==> src/rtl/core/assert_macros.svh <==
// Assertion helpers used by the RTL.
`ifndef ASSERT_MACROS_SVH
`define ASSERT_MACROS_SVH

// Property checked at every rising edge, off while reset is asserted.
`define ASSERT_CLK(label, clk, rst_n, prop, msg) \
	label: assert property (@(posedge clk) disable iff (!rst_n) (prop)) \
		else $error(msg);

// Same, but the property is checked in the cycle after the trigger.
`define ASSERT_NEXT(label, clk, rst_n, trig, prop, msg) \
	label: assert property (@(posedge clk) disable iff (!rst_n) (trig) |=> (prop)) \
		else $error(msg);

`endif

==> src/rtl/core/hpq_pkg.sv <==
package hpq_pkg;

	localparam int DATA_W       = 32;
	localparam int COUNT_OUT_W  = 7;
	localparam int CAPACITY_DEF = 127;

	localparam logic REQ_INSERT = 1'b0;
	localparam logic REQ_REMOVE = 1'b1;

	typedef enum logic [1:0] {
		ST_DONE  = 2'd0,
		ST_FULL  = 2'd1,
		ST_EMPTY = 2'd2
	} status_t;

	typedef struct packed {
		logic                     v;
		logic signed [DATA_W-1:0] d;
	} slot_t;

	// what a cell hands to its right-hand neighbor
	typedef struct packed {
		slot_t slot;
		logic  gt;   // the inserted value belongs at or before this cell
	} link_t;

endpackage

==> src/rtl/core/hpq_cell.sv <==
module hpq_cell
	import hpq_pkg::*;
(
	input  logic                     clk,
	input  logic                     arst_n,
	input  logic                     ins_en,
	input  logic                     del_en,
	input  logic signed [DATA_W-1:0] ins_value,
	input  link_t                    left,
	input  slot_t                    right,
	output link_t                    link,
	output slot_t                    cur,
	output slot_t                    nxt
);

	logic                     v_q;
	logic signed [DATA_W-1:0] d_q;
	logic                     gt;

	assign cur  = '{v: v_q, d: d_q};
	// cells are kept in descending order, empty cells at the tail
	assign gt   = !v_q || (ins_value > d_q);
	assign link = '{slot: cur, gt: gt};

	always_comb begin
		nxt = cur;
		if (ins_en) begin
			if (left.gt) begin
				nxt = left.slot;
			end else if (gt) begin
				nxt = '{v: 1'b1, d: ins_value};
			end
		end else if (del_en) begin
			nxt = right;
		end
	end

	always_ff @(posedge clk or negedge arst_n) begin
		if (!arst_n) begin
			v_q <= 1'b0;
		end else begin
			v_q <= nxt.v;
		end
	end

	always_ff @(posedge clk) begin
		d_q <= nxt.d;
	end

endmodule

==> config.mk <==
export PLATFORM = sky130hd
export DESIGN_NAME = hpq_cell
export DESIGN_NICKNAME = d
export VERILOG_FILES = /design/src/rtl/core/assert_macros.svh /design/src/rtl/core/hpq_pkg.sv /design/src/rtl/core/hpq_cell.sv
export SDC_FILE = /design/constraint.sdc
export NUM_CORES = 1
export LEC_CHECK = 0
export BUFFER_PORTS_ARGS = -buffer_cell sky130_fd_sc_hd__buf_2
export CAP_MARGIN = 20
export CELL_PAD_IN_SITES_DETAIL_PLACEMENT = 1
export CELL_PAD_IN_SITES_GLOBAL_PLACEMENT = 1
export CORE_ASPECT_RATIO = 1.25
export CORE_MARGIN = 10
export CORE_UTILIZATION = 30
export CTS_BUF_LIST = sky130_fd_sc_hd__clkbuf_8
export CTS_CLUSTER_SIZE = 25
export DETAILED_ROUTE_END_ITERATION = 8
export GPL_ROUTABILITY_DRIVEN = 0
export HOLD_SLACK_MARGIN = 0.15
export MAX_ROUTING_LAYER = met4
export PLACE_DENSITY = 0.81
export SLEW_MARGIN = 10
export SYNTH_ARGS = -nofsm -noshare
export SYNTH_HDL_FRONTEND = slang
export SYNTH_SLANG_ARGS = --single-unit
==> constraint.sdc <==
create_clock -name clk -period 4.4 [get_ports clk]
set_clock_uncertainty 0.2 [all_clocks]
set_input_delay 0.88 -clock clk [delete_from_list [all_inputs] [get_ports clk]]
set_output_delay 0.88 -clock clk [all_outputs]
set_load 0.05 [all_outputs]
==> results.cfg <==
[floorplanning]
row_count = 41
die-height_microns = 135
dieWidth_microns = 112
core_area_sq_um = 10200
floorplan.initialDensity = 0.311
fp.dieArea_sq_um = 15100
num_io_pins = 203

[logic_synthesis]
synthTopCellsByArea = dfxtp_1 20%, a221oi_2 14%, ha_1 13%, buf_4 9.0%, a21oi_1 6.9%
biggest_area_consumer_among_synthesized_cells = dfxtp_1
post_synth_instance_area_sq_um = 3180
top_cell_type_s_share_of_synthesized_area = 0.202
synth_seq_area_share = 0.209
syn_nets = 545
syn_area_per_cell_sq_um = 7.75
post_synth_inst_count = 410
synth-async-reset-ratio = 0.0303
synth_seq_cells = 33
synth_enable_flop_cells = 0
yosys.cell_types.count = 34
synth-main-ff-cell = dfxtp_1
syn_warnings = 0

[worst_setup_path]
critPathMaxStageDelay_ps = 310
worstSetupEndpointType = primary output
crit_top_cell = buf_12
worst_ep_required_time_ps = 3320
path_class = input pin to primary output
worstPathArrival_ps = 3300
cp_cell_sequence = buf_8 > ha_4 > nand4_1 > nor4b_4 > a21bo_1 > o211ai_1 > a211o_1 > a31oi_4 > buf_12 > buf_12 > buf_12 > a221oi_4 > buf_6
timing.critical_path.fanout_max = 6
worst_setup_path_start_kind = input pin
critical-path-slowest-cell = nor4b_4

[clock_tree]
clock_tree_from_tritoncts = built
cts.clk_slew.worst_paths_ps = 70
numCtsBuffers = 5
clkSinkCount = 33
clk_path_buf_depth = 2
clk_latency_ps = 300
htree_levels = 2
root_buffer = clkbuf_8

[global_route]
grt_use_total = 0.192
antenna_found_initial = 2
first_global_vias = 4418
grt_first_pass_wirelength_microns = 23200
grt.overflow.total = 0
grt_max_degree = 65

[power]
leakage_power_of_the_design_nw = 2.36
worst_voltage_drop_across_the_vdd_grid_v = 0.000242
design_power_total_mw = 2.51
power_density_nw_per_um2 = 491

[sta]
timing.final.setup_violations = 0
tightest_slew_ps = 625
finalMaxSlewViolations = 0
holdWs_ps = 432
max_freq_mhz = 229
post-route-worst-setup-slack_ps = 23.9
worst_slew_margin_rel = 0.582
layout_worst_path_cycle_share = 0.995
rsz0062_at_grt = yes
final_hold_violation_count = 0
fin_crit_ps = 4380

[run_status]
status = complete, no violations

[drt]
postRouteWirelength_microns = 15300
number_of_routed_nets_with_antenna_violations = 0
pre_antenna_drt_iters = 4
detail_route.iter0.violations = 105
drc = 0
wire_per_inst_microns = 21.5
vias_per_cell = 5.40
via_count = 3854

[placed_design]
post-place-cells = 698
dpl_worst_slack_ps = -110
place.detailed.hpwl_microns = 12000
portBuffers = 202

[finish]
layout.core_utilization = 0.501
area_delta_synth_final_pct = 61.0
final_layout_size_suffix_gt1_frac = 0.496
fillerInstances = 1256
finish.cell_count_without_fillers = 714
finalNetCount = 717

[min_path]
hold_class = register to register

[flow_run]
maxCapViolCount = 0
-- metrics by stage --
step                area (sq um)  setup TNS, ps
finish                      5120              0
global route                5120           -620
CTS                         4720              0
detailed placement          4480          -1690
global placement            4480          -1020
floorplan                   3480          -1140
-- state kept, by name (all words and copies together) (netlist names) --
name,count
d_q,32
v_q,1
-- cells in the final DEF, fill, tap and decap left out, types with 2 or more instances in the layout --
| master | count |
|---|---|
| buf_12 | 6 |
| buf_2 | 166 |
| buf_4 | 15 |
| o21ai_1 | 2 |
| a21oi_2 | 3 |
| nand3b_1 | 2 |
| buf_8 | 4 |
| mux2_2 | 2 |
| o21ai_0 | 33 |
| nand2_1 | 41 |
| clkbuf_8 | 7 |
| dfxtp_1 | 32 |
| buf_6 | 35 |
| a21oi_1 | 41 |
| o211ai_1 | 3 |
| nand4_1 | 6 |
| a221oi_2 | 3 |
| ha_1 | 24 |
| nor2_1 | 34 |
| ha_4 | 8 |
| inv_1 | 32 |
| diode_2 | 2 |
| nand3_1 | 3 |
| o22ai_1 | 31 |
| a221oi_4 | 31 |
-- area by class of cell --
| cell class | instances | area, sq um | share of cell area |
|---|---|---|---|
| antenna | 2 | 5.00 | 0.000978 |
| clock buffer | 7 | 96.3 | 0.0188 |
| clock inverter | 1 | 5.00 | 0.000978 |
| inverter | 32 | 120 | 0.0235 |
| multi-input combinational | 282 | 2510 | 0.491 |
| sequential | 33 | 666 | 0.130 |
| tap | 129 | 161 | 0.0315 |
| timing repair buffer | 228 | 1550 | 0.303 |
-- path summary, 6_finish.rpt --
kind / start / end / slack (ps) / cells past startpoint
max: ins_value[15] / nxt[4] / 20 / 13
min: d_q[2] / d_q[2] / 430 / 2
max reg2reg: d_q[15] / d_q[6] / 1450 / 12
min reg2reg: d_q[2] / d_q[2] / 430 / 2
max in group asynchronous: arst_n / v_q / 3160 / 2
min in group asynchronous: arst_n / v_q / 750 / 2
-- power by group --
part | leakage (nW) | internal, mW | switching, mW | total (mW)
clock network | 0.0543 | 0.142 | 0.132 | 0.274
logic | 2.03 | 0.571 | 1.24 | 1.81
registers | 0.281 | 0.361 | 0.0652 | 0.427
total | 2.36 | 1.07 | 1.44 | 2.51
-- cell families (layout without fill, tap and decap cells) --
group / Yosys count / in the layout / synth area share
flops: 33 / 33 / 0.209
mux: 2 / 2 / 0.00709
simple gates: 96 / 96 / 0.133
compound gates: 152 / 152 / 0.360
buf+inv: 95 / 268 / 0.165
other cells: 0 / 2 / 0
fa+ha+maj: 32 / 32 / 0.126
-- critical path, delay by kind of cell --
family / cells / cell delay, ps
fa+ha+maj: 1 / 260
compound gates: 5 / 920
buf+inv: 5 / 740
simple gates: 2 / 490
-- what timing repair did --
item / 4_1_cts / 5_1_grt
gates cloned: 0 / 1
gates resized for setup: 41 / 61
buffers inserted: 1 / 3
hold buffers: 1 / 0
setup endpoints to repair: 32 / 32
hold endpoints to repair: 1 / 0
pin swaps: 0 / 36
-- Yosys cell counts, drive strengths merged (3+ instances only) --
cell type / instances
ha: 32
dfxtp: 32
nand3: 3
nand2: 42
nor2: 34
clkbuf: 19
a21oi: 44
a221oi: 34
o211ai: 3
o22ai: 31
o21ai: 35
nand4: 6
inv: 32
buf: 44
-- layer usage --
layer / share of wire / global-route usage
met5: 0 / -
met4: 0.022 / 0.0607
met3: 0.058 / 0.0483
met2: 0.53 / 0.354
met1: 0.39 / 0.195
(Power assumes the default switching activity.)
